`src/hw/rtl/slew_pkg.sv`:
```
// ----------------------------------------------------------------------------
// slew_pkg
// Shared widths, register indexes and types of the asymmetric slew smoother.
// ----------------------------------------------------------------------------
package slew_pkg;

    localparam int DATA_W   = 32;
    localparam int CHAN_W   = 3;
    localparam int COEF_W   = 16;
    localparam int CNT_W    = 4;
    localparam int CFG_IDX_W  = 2;
    localparam int CFG_DATA_W = 16;

    localparam int MAX_CHANNELS_DEF = 8;

    // configuration register indexes
    localparam logic [CFG_IDX_W-1:0] CFG_SLEW_ENABLE   = 2'd0;
    localparam logic [CFG_IDX_W-1:0] CFG_RISE_COEF     = 2'd1;
    localparam logic [CFG_IDX_W-1:0] CFG_FALL_COEF     = 2'd2;
    localparam logic [CFG_IDX_W-1:0] CFG_CHANNEL_COUNT = 2'd3;

    localparam logic [CNT_W-1:0] CHAN_COUNT_RST = 4'd2;

    // read view of one channel slot
    typedef struct packed {
        logic                     loaded;
        logic signed [DATA_W-1:0] value;
    } t_chan_state;

    // write into the channel store
    typedef struct packed {
        logic                     en;
        logic [CHAN_W-1:0]        idx;
        logic signed [DATA_W-1:0] value;
    } t_store_wr;

endpackage

```
`src/hw/rtl/slew_step.sv`:
```
// ----------------------------------------------------------------------------
// slew_step
// One-pole step toward the target with rise/fall coefficient selection.
// ----------------------------------------------------------------------------
module slew_step (
    input  logic signed [slew_pkg::DATA_W-1:0] i_value,
    input  logic signed [slew_pkg::DATA_W-1:0] i_target,
    input  logic        [slew_pkg::COEF_W-1:0] i_rise_coef,
    input  logic        [slew_pkg::COEF_W-1:0] i_fall_coef,
    output logic signed [slew_pkg::DATA_W-1:0] o_result
);

    localparam int DW = slew_pkg::DATA_W;
    localparam int CW = slew_pkg::COEF_W;

    logic signed [DW:0]      diff;
    logic signed [CW:0]      alpha;
    logic signed [DW+CW+1:0] prod;

    assign diff  = {i_value[DW-1], i_value} - {i_target[DW-1], i_target};
    // rise when target above value; equal values give a zero step either way
    assign alpha = (i_target > i_value) ? $signed({1'b0, i_rise_coef})
                                        : $signed({1'b0, i_fall_coef});
    assign prod  = alpha * diff;

    // floor shift by 16, the result always lands between target and value
    assign o_result = i_target + $signed(prod[DW+CW-1:CW]);

endmodule

```
`src/hw/rtl/slew_store.sv`:
```
// ----------------------------------------------------------------------------
// slew_store
// Per-channel smoothed values and loaded marks.
// ----------------------------------------------------------------------------
module slew_store #(
    parameter int NUM_SLOTS = slew_pkg::MAX_CHANNELS_DEF,
    parameter int IDX_W     = 3
) (
    input  logic                          i_clk,
    input  logic                          i_rst_n,
    input  logic                          i_clr,
    input  logic [slew_pkg::CHAN_W-1:0]   i_rd_idx,
    output slew_pkg::t_chan_state         o_rd,
    input  slew_pkg::t_store_wr           i_wr
);

    logic signed [slew_pkg::DATA_W-1:0] r_value [NUM_SLOTS];
    logic [NUM_SLOTS-1:0]               r_loaded;
    logic [NUM_SLOTS-1:0]               n_loaded;
    logic [IDX_W-1:0]                   rd_idx;
    logic [IDX_W-1:0]                   wr_idx;

    assign rd_idx = i_rd_idx[IDX_W-1:0];
    assign wr_idx = i_wr.idx[IDX_W-1:0];

    assign o_rd.loaded = r_loaded[rd_idx];
    assign o_rd.value  = r_value[rd_idx];

    always_comb begin
        n_loaded = r_loaded;
        if (i_clr) begin
            n_loaded = '0;
        end else if (i_wr.en) begin
            n_loaded[wr_idx] = 1'b1;
        end
    end

    always_ff @(posedge i_clk) begin
        if (!i_rst_n) begin
            r_loaded <= '0;
        end else begin
            r_loaded <= n_loaded;
        end
    end

    // values have no reset, a slot is read only once it is loaded
    always_ff @(posedge i_clk) begin
        if (i_wr.en) begin
            r_value[wr_idx] <= i_wr.value;
        end
    end

    a_clr_empties: assert property (@(posedge i_clk) disable iff (!i_rst_n)
        i_clr |=> (r_loaded == '0))
        else $error("loaded marks survive a clear");

    a_wr_loads: assert property (@(posedge i_clk) disable iff (!i_rst_n)
        (i_wr.en && !i_clr) |=> r_loaded[$past(wr_idx)])
        else $error("written slot not marked loaded");

endmodule

```
`src/hw/rtl/asymmetric_slew_smoother.sv`:
```
// ----------------------------------------------------------------------------
// asymmetric_slew_smoother
// Per-channel asymmetric one-pole slew limiter on signed Q16.16 samples.
// ----------------------------------------------------------------------------
// path: the accepting edge loads the input register, and the result is registered
//   when the item moves on (step logic into the output register)
// throughput: one item per cycle unless the output stalls; the store of a channel
//   in use is updated as the result is registered so its next item sees it
// reset: config returns to slew off, coefficients zero, two channels in use;
//   all channel loaded marks clear, stored values are left as they are
module asymmetric_slew_smoother #(
    parameter int MAX_CHANNELS = slew_pkg::MAX_CHANNELS_DEF
) (
    input  logic                                  i_clk,
    input  logic                                  i_rst_n,
    // input items
    input  logic                                  i_in_valid,
    output logic                                  o_in_stall,
    input  logic        [slew_pkg::CHAN_W-1:0]    i_chan_index,
    input  logic signed [slew_pkg::DATA_W-1:0]    i_target_value,
    // result items
    output logic                                  o_out_valid,
    input  logic                                  i_out_stall,
    output logic        [slew_pkg::CHAN_W-1:0]    o_out_chan,
    output logic signed [slew_pkg::DATA_W-1:0]    o_out_value,
    // configuration writes
    input  logic                                  i_cfg_valid,
    output logic                                  o_cfg_ready,
    input  logic        [slew_pkg::CFG_IDX_W-1:0] i_cfg_index,
    input  logic        [slew_pkg::CFG_DATA_W-1:0] i_cfg_data
);

    // only channel codes that fit the index field can ever be used
    localparam int NUM_SLOTS = (MAX_CHANNELS < (1 << slew_pkg::CHAN_W)) ?
                               MAX_CHANNELS : (1 << slew_pkg::CHAN_W);
    localparam int IDX_W = (NUM_SLOTS > 1) ? $clog2(NUM_SLOTS) : 1;
    localparam logic [slew_pkg::CNT_W-1:0] SLOT_LIMIT = slew_pkg::CNT_W'(NUM_SLOTS);

    // configuration
    logic                           r_slew_en;
    logic [slew_pkg::COEF_W-1:0]    r_rise_coef;
    logic [slew_pkg::COEF_W-1:0]    r_fall_coef;
    logic [slew_pkg::CNT_W-1:0]     r_chan_count;
    logic                           cfg_wr;
    logic                           clr_loaded;

    // pipeline
    logic                           r_in_valid;
    logic [slew_pkg::CHAN_W-1:0]    r_in_chan;
    logic signed [slew_pkg::DATA_W-1:0] r_in_target;
    logic                           r_out_valid;
    logic [slew_pkg::CHAN_W-1:0]    r_out_chan;
    logic signed [slew_pkg::DATA_W-1:0] r_out_value;
    logic                           n_in_valid;
    logic                           n_out_valid;
    logic                           accept;
    logic                           move;

    // datapath
    slew_pkg::t_chan_state          rd;
    slew_pkg::t_store_wr            wr;
    logic                           in_use;
    logic signed [slew_pkg::DATA_W-1:0] step_value;
    logic signed [slew_pkg::DATA_W-1:0] result;

    assign o_cfg_ready = 1'b1;
    assign cfg_wr      = i_cfg_valid && o_cfg_ready;
    assign clr_loaded  = cfg_wr && (i_cfg_index == slew_pkg::CFG_CHANNEL_COUNT);

    always_ff @(posedge i_clk) begin
        if (!i_rst_n) begin
            r_slew_en    <= 1'b0;
            r_rise_coef  <= '0;
            r_fall_coef  <= '0;
            r_chan_count <= slew_pkg::CHAN_COUNT_RST;
        end else if (cfg_wr) begin
            case (i_cfg_index)
                slew_pkg::CFG_SLEW_ENABLE:   r_slew_en    <= i_cfg_data[0];
                slew_pkg::CFG_RISE_COEF:     r_rise_coef  <= i_cfg_data[slew_pkg::COEF_W-1:0];
                slew_pkg::CFG_FALL_COEF:     r_fall_coef  <= i_cfg_data[slew_pkg::COEF_W-1:0];
                slew_pkg::CFG_CHANNEL_COUNT: r_chan_count <= i_cfg_data[slew_pkg::CNT_W-1:0];
                default: begin
                end
            endcase
        end
    end

    // handshake
    assign move       = r_in_valid && (!r_out_valid || !i_out_stall);
    assign o_in_stall = r_in_valid && !move;
    assign accept     = i_in_valid && !o_in_stall;

    always_comb begin
        n_in_valid = r_in_valid;
        if (accept) begin
            n_in_valid = 1'b1;
        end else if (move) begin
            n_in_valid = 1'b0;
        end
        n_out_valid = r_out_valid;
        if (move) begin
            n_out_valid = 1'b1;
        end else if (!i_out_stall) begin
            n_out_valid = 1'b0;
        end
    end

    always_ff @(posedge i_clk) begin
        if (!i_rst_n) begin
            r_in_valid  <= 1'b0;
            r_out_valid <= 1'b0;
        end else begin
            r_in_valid  <= n_in_valid;
            r_out_valid <= n_out_valid;
        end
    end

    always_ff @(posedge i_clk) begin
        if (accept) begin
            r_in_chan   <= i_chan_index;
            r_in_target <= i_target_value;
        end
        if (move) begin
            r_out_chan  <= r_in_chan;
            r_out_value <= result;
        end
    end

    // channel state and step
    slew_store #(
        .NUM_SLOTS (NUM_SLOTS),
        .IDX_W     (IDX_W)
    ) u_store (
        .i_clk    (i_clk),
        .i_rst_n  (i_rst_n),
        .i_clr    (clr_loaded),
        .i_rd_idx (r_in_chan),
        .o_rd     (rd),
        .i_wr     (wr)
    );

    slew_step u_step (
        .i_value     (rd.value),
        .i_target    (r_in_target),
        .i_rise_coef (r_rise_coef),
        .i_fall_coef (r_fall_coef),
        .o_result    (step_value)
    );

    assign in_use = ({1'b0, r_in_chan} < r_chan_count) && ({1'b0, r_in_chan} < SLOT_LIMIT);
    assign result = (in_use && rd.loaded && r_slew_en) ? step_value : r_in_target;

    assign wr.en    = move && in_use;
    assign wr.idx   = r_in_chan;
    assign wr.value = result;

    assign o_out_valid = r_out_valid;
    assign o_out_chan  = r_out_chan;
    assign o_out_value = r_out_value;

    a_stall_needs_item: assert property (@(posedge i_clk) disable iff (!i_rst_n)
        o_in_stall |-> r_in_valid)
        else $error("input stalled with an empty input register");

    a_move_fills_out: assert property (@(posedge i_clk) disable iff (!i_rst_n)
        move |=> (r_out_valid && (r_out_chan == $past(r_in_chan))))
        else $error("result register not filled by a moving item");

    a_bypass_target: assert property (@(posedge i_clk) disable iff (!i_rst_n)
        (move && !in_use) |=> (r_out_value == $past(r_in_target)))
        else $error("unused channel did not pass its target");

endmodule
```
`config.mk`:
```
export PLATFORM = sky130hd
export DESIGN_NAME = asymmetric_slew_smoother
export DESIGN_NICKNAME = d
export VERILOG_FILES = /design/src/hw/rtl/slew_pkg.sv /design/src/hw/rtl/slew_step.sv /design/src/hw/rtl/slew_store.sv /design/src/hw/rtl/asymmetric_slew_smoother.sv
export SDC_FILE = /design/constraint.sdc
export NUM_CORES = 2
export LEC_CHECK = 0
export BUFFER_PORTS_ARGS = -buffer_cell sky130_fd_sc_hd__buf_2
export CORE_MARGIN = 1
export CORE_UTILIZATION = 60
export CTS_BUF_LIST = sky130_fd_sc_hd__clkbuf_16
export DETAILED_ROUTE_END_ITERATION = 7
export PLACE_DENSITY_LB_ADDON = 0.12
export SLEW_MARGIN = 25
export SYNTH_ARGS = -nofsm -noshare
export SYNTH_HDL_FRONTEND = slang
export SYNTH_SLANG_ARGS = --single-unit
```
`constraint.sdc`:
```
create_clock -name i_clk -period 23.3 [get_ports i_clk]
set_input_delay 4.66 -clock i_clk [delete_from_list [all_inputs] [get_ports i_clk]]
set_output_delay 4.66 -clock i_clk [all_outputs]
set_load 0.05 [all_outputs]
```
# Word level (Yosys, flattened, before mapping)
# Memory sizes are Yosys's and may differ from the RTL's. A register that Yosys moved wholly into a read port is not among the register bits.
# Index checks and enable logic that the tools add are counted.
[totals] input_bits=58 mem_count=1 ramBits=256 register_bits=117 elab_cells=58
[mem_list] name="u_store.r_value" words=8 word_bits=32 read_ports=1 rd_ports_with_merged_regs=1 write_ports=1 line_no="slew_store.sv:17" text="logic signed [slew_pkg::DATA_W-1:0] r_value [NUM_SLOTS];"
[classes] muxes=13 mul=1 add_sub_neg=2 reduce_logical=20 n_bitwise=2 magnitude_cmp=4 eq_ne=4
[op_table] operator="$mul 17x33->48" n=1
[op_table] operator="$sub 32x32->33" n=1
[op_table] operator="$add 32x32->32" n=1
[op_table] operator="$gt 32x32->1" n=1
[op_table] operator="$mux 32" n=1
[op_table] operator="$mux 16" n=1
[op_table] operator="$logic_and 1x1->1" n=8
[op_table] operator="$mux 1" n=8
[op_table] operator="$or 8x8->8" n=1
[op_table] operator="$reduce_and 2->1" n=4
[op_table] operator="$eq 2x2->1 const B" n=2
[op_table] operator="$logic_not 1->1" n=4
[op_table] operator="$lt 3x4->1" n=1
[op_table] operator="$lt 3x4->1 const B" n=1
[op_table] operator="$bmux 1 s3" n=1
[op_table] operator="$demux 1 s3" n=1
[op_table] operator="$ge 3x1->1 const B" n=1
[op_table] operator="$mux 3" n=1
[op_table] operator="$eq 2x1->1 const B" n=1
[op_table] operator="$logic_not 2->1" n=1
[op_table] operator="$ne 2x1->1 const B" n=1
[op_table] operator="$reduce_bool 2->1" n=1
[op_table] operator="$reduce_or 2->1" n=1
[op_table] operator="$logic_or 1x1->1" n=1
[op_table] operator="$not 1->1" n=1

# Logic depth before layout (Yosys ltp)
[depth] word_depth=8 depth_mapped=53

# Hierarchy
# Synthesis repeated with hierarchy kept, for this count alone.
[unflattened] cells_unflattened=3165 area_unflattened_um2=35006.1
[modules_own_cells] module="slew_step" cells_each=2466 n_inst=1 area_each_um2=20788.7 seq_area_each_um2=0.0
[modules_own_cells] module="slew_store" cells_each=412 n_inst=1 area_each_um2=10033.4 seq_area_each_um2=7847.5
[modules_own_cells] module="asymmetric_slew_smoother" cells_each=287 n_inst=1 area_each_um2=4184.0 seq_area_each_um2=2882.8

# Least setup slack after synthesis
# No wires, ideal clock.
[synth_path] kind="flip-flop to flip-flop" startpoint="reg with a tool-made name" endpoint="reg r_out_value (netlist bit o_out_value[31]) (data pin)" setup_ns=0.243 arrival_time_ns=12.322 path_stages_with_launch=49 period_less_slack_ns=12.565 slack_ns=10.735 cell_sequence="dfxtp_1 clkbuf_1 buf_1 mux4_2 mux2i_1 ha_1 inv_1 fa_1 a211oi_1 o21ai_1 a41o_1 a31o_2 a31oi_1 nor2b_1 o21ai_0 nand2b_1 xor2_1 clkbuf_1 [... 13 more ...] a221o_1 a221o_1 or3b_1 o22ai_2 o21ai_1 or2_1 a21o_1 a21oi_1 xnor2_1 ha_1 a21o_1 a21o_1 a21o_1 a31oi_4 xnor3_1 xnor2_1 nor2_1 xnor2_1"
[synth_lines] element="end signal, assigned" line_no="asymmetric_slew_smoother.sv:125" text="r_out_value <= result;"
[synth_lines] element="end, declared" line_no="asymmetric_slew_smoother.sv:53" text="logic signed [slew_pkg::DATA_W-1:0] r_out_value;"

==> results.toml <==
[grt]
antenna_found_initial = 0
grt_overflow = 0
grt_max_degree = 65
grt_pass1_wl_um = 138000
first_global_vias = 24900
track_usage_pct = 30.7

[sta]
relSlewSlack_pct = 25.8
fmax_mhz = 68.3
setup_tns_ns = 0
fin_skew_ns = 0.0190
setup_viol = 0
finalCritPeriodShare_pct = 62.8
min_period_ns = 14.64
report.final.slew_viol_count = 0
tightest_slew_ns = 1.10
rsz0062_at_grt = "false"
hold_viol_final = 0

[run_status]
outcome = "complete, no violations"

[worst_setup_path]
worstPathArrival_ns = 14.92
crit_required_ns = 23.58
cp-end-kind = "register"
slowest_delay_ns = 0.86
path_max_fanout = 48
worstSetupPathType = "reg -> reg"
cp_common_cell = "fa_1"
crit_slowest_cell = "mux2_2"
start_kind = "register"

[pwr]
ir_worst_vdd_mv = 0.0743
p_leak_uw = 0.0166
power.density_nw_per_um2 = 78.7

[placed_design]
port_buffers = 94
gp_congestion = 0.946
dp_hpwl_um = 64700
dp_cells = 3936

[detailed_routing]
routed_via_density = 5.77
drt_first_pass_iters = 6
wl_per_cell_um = 21.3
drt-initial-drc-count = 2127
drc_errors = 0
final_antenna_net_count = 0
drt_wl_total_um = 85100
vias = 23100

[layout]
n_antenna_cell = 0
mostFrequentLayoutCells = "inv_1, fa_1, nand2_1"
final_util_pct = 65.6
synthToLayoutAreaGrowth_pct = 7.73
nNetsFinal = 3949
nFillCells = 4408
fin_cells = 3999
drive_above_1_share_pct = 11.0
layout_commonest_cell = "inv_1"

[synth]
synth_top_cell_area_share_pct = 28.5
yosys_warnings = 0
synth_edf_count = 326
yosysSeqAreaShare_pct = 31.3
synth.avg_cell_area_um2 = 10.9
synth_cells = 3154
ys_async_sr_fraction_pct = 0
ys_seq_elements = 376
yosys.area.top_type = "fa_1"
synth_fp_nets = 3885
synth_ff_type = "edfxtp_1"
yosysUniqueCellTypes = 63
synth_area_leaders = "fa_1, edfxtp_1, inv_1"
syn_area_um2 = 34400

[floorplanning]
die_h_um = 242
num_rows = 87
core_um2 = 56600
start_util_pct = 60.8
ioPinCount = 96
die_w_um = 242
die_area_um2 = 58400

[clock_network]
cts_resized = 0
cts_made_buffers = 36
h-tree-depth = 2
clockBufferDepth = 3
cts_hold_buf = 0
clkLatencyLatePin_ns = 0.56
clock_sinks = 376
post-cts-setup-buffer-count = 0
cts_tree = "built"
clk_pin_slew_ns = 0.06
root_buffer = "clkbuf_16"

[worst_hold_path]
hp-class = "reg -> reg"

[job]
max_cap_violations = 0
-- final timing paths --
check,from,endpoint,slack (ns),cells past startpoint
max,register,u_store.r_value[3][28],8.66,45
max reg2reg,register,u_store.r_value[3][28],8.66,45
min reg2reg,r_rise_coef[9],r_rise_coef[9],0.46,2
min,r_rise_coef[9],r_rise_coef[9],0.46,2
-- flip-flops by register name (all words and copies together), names as in the netlist, named ones only --
name              cells
o_out_value          32
o_out_chan            3
o_out_valid           1
r_chan_count          4
r_rise_coef          16
r_in_target          32
r_slew_en             1
u_store.r_loaded      8
r_fall_coef          16
u_store.r_value     256
r_in_chan             3
r_in_valid            1
-- report_power, final --
part | switching [uW] | internal, uW
clock network | 256 | 309
registers | 9.80 | 746
logic | 994 | 605
total | 1260 | 1660
-- cells by family after synthesis --
kind of cell    synth area share, %
buf+inv                        8.01
xor+xnor                       3.07
fa+ha+maj                      35.2
compound gates                 5.87
simple gates                   10.3
mux                            6.29
flops                          31.3
other cells                  0.0109
-- routing by layer --
metal	up-vias	global-route usage, %	part of all wire (%)
li1	10100	-	-
met1	11700	43.2	42
met2	1000	48.9	47
met3	171	5.86	8.8
met4	0	8.77	2.7
met5	-	0	0
-- per-stage QoR --
step	hold slack [ns]	power, uW	cell area [um2]	worst slack (ns)
6_report	0.463	2920	37100	8.66
5_1_grt	0.495	3120	37100	7.67
4_1_cts	0.465	2900	37100	8.31
3_5_place_dp	0.456	2320	35900	8.42
3_3_place_gp	0.447	2290	35900	8.59
2_1_floorplan	0.435	1870	34400	10.74
-- Yosys cell counts (all sizes together) (10+ instances only) --
cell    number
a211oi      12
a21boi      35
a21o        58
a21oi       66
and2        25
and3        16
buf         30
clkbuf      83
dfxtp       50
edfxtp     326
fa         491
ha         182
inv        613
mux2        48
mux2i       14
mux4        66
nand2      436
nand2b      33
nand3       12
nor2       233
nor2b       34
nor3        15
o21a        10
o21ai       66
xnor2       71
xor2        47
-- cell type report --
cell class | count | area (um2) | area share, %
timing repair buffer | 139 | 812 | 2.19
multi-input combinational | 2052 | 21100 | 56.9
clock inverter | 27 | 245 | 0.661
tap | 756 | 946 | 2.55
sequential | 376 | 10800 | 29.1
inverter | 613 | 2300 | 6.20
clock buffer | 36 | 901 | 2.43
-- critical path, delay by kind of cell, from the launching register on --
kind | cells | cell delay (ns)
xor+xnor | 2 | 0.22
fa+ha+maj | 9 | 4.12
flops | 1 | 0.56
mux | 3 | 1.74
simple gates | 9 | 2.31
compound gates | 17 | 4.35
buf+inv | 5 | 1.01
Power figures use the tool's default switching activity.
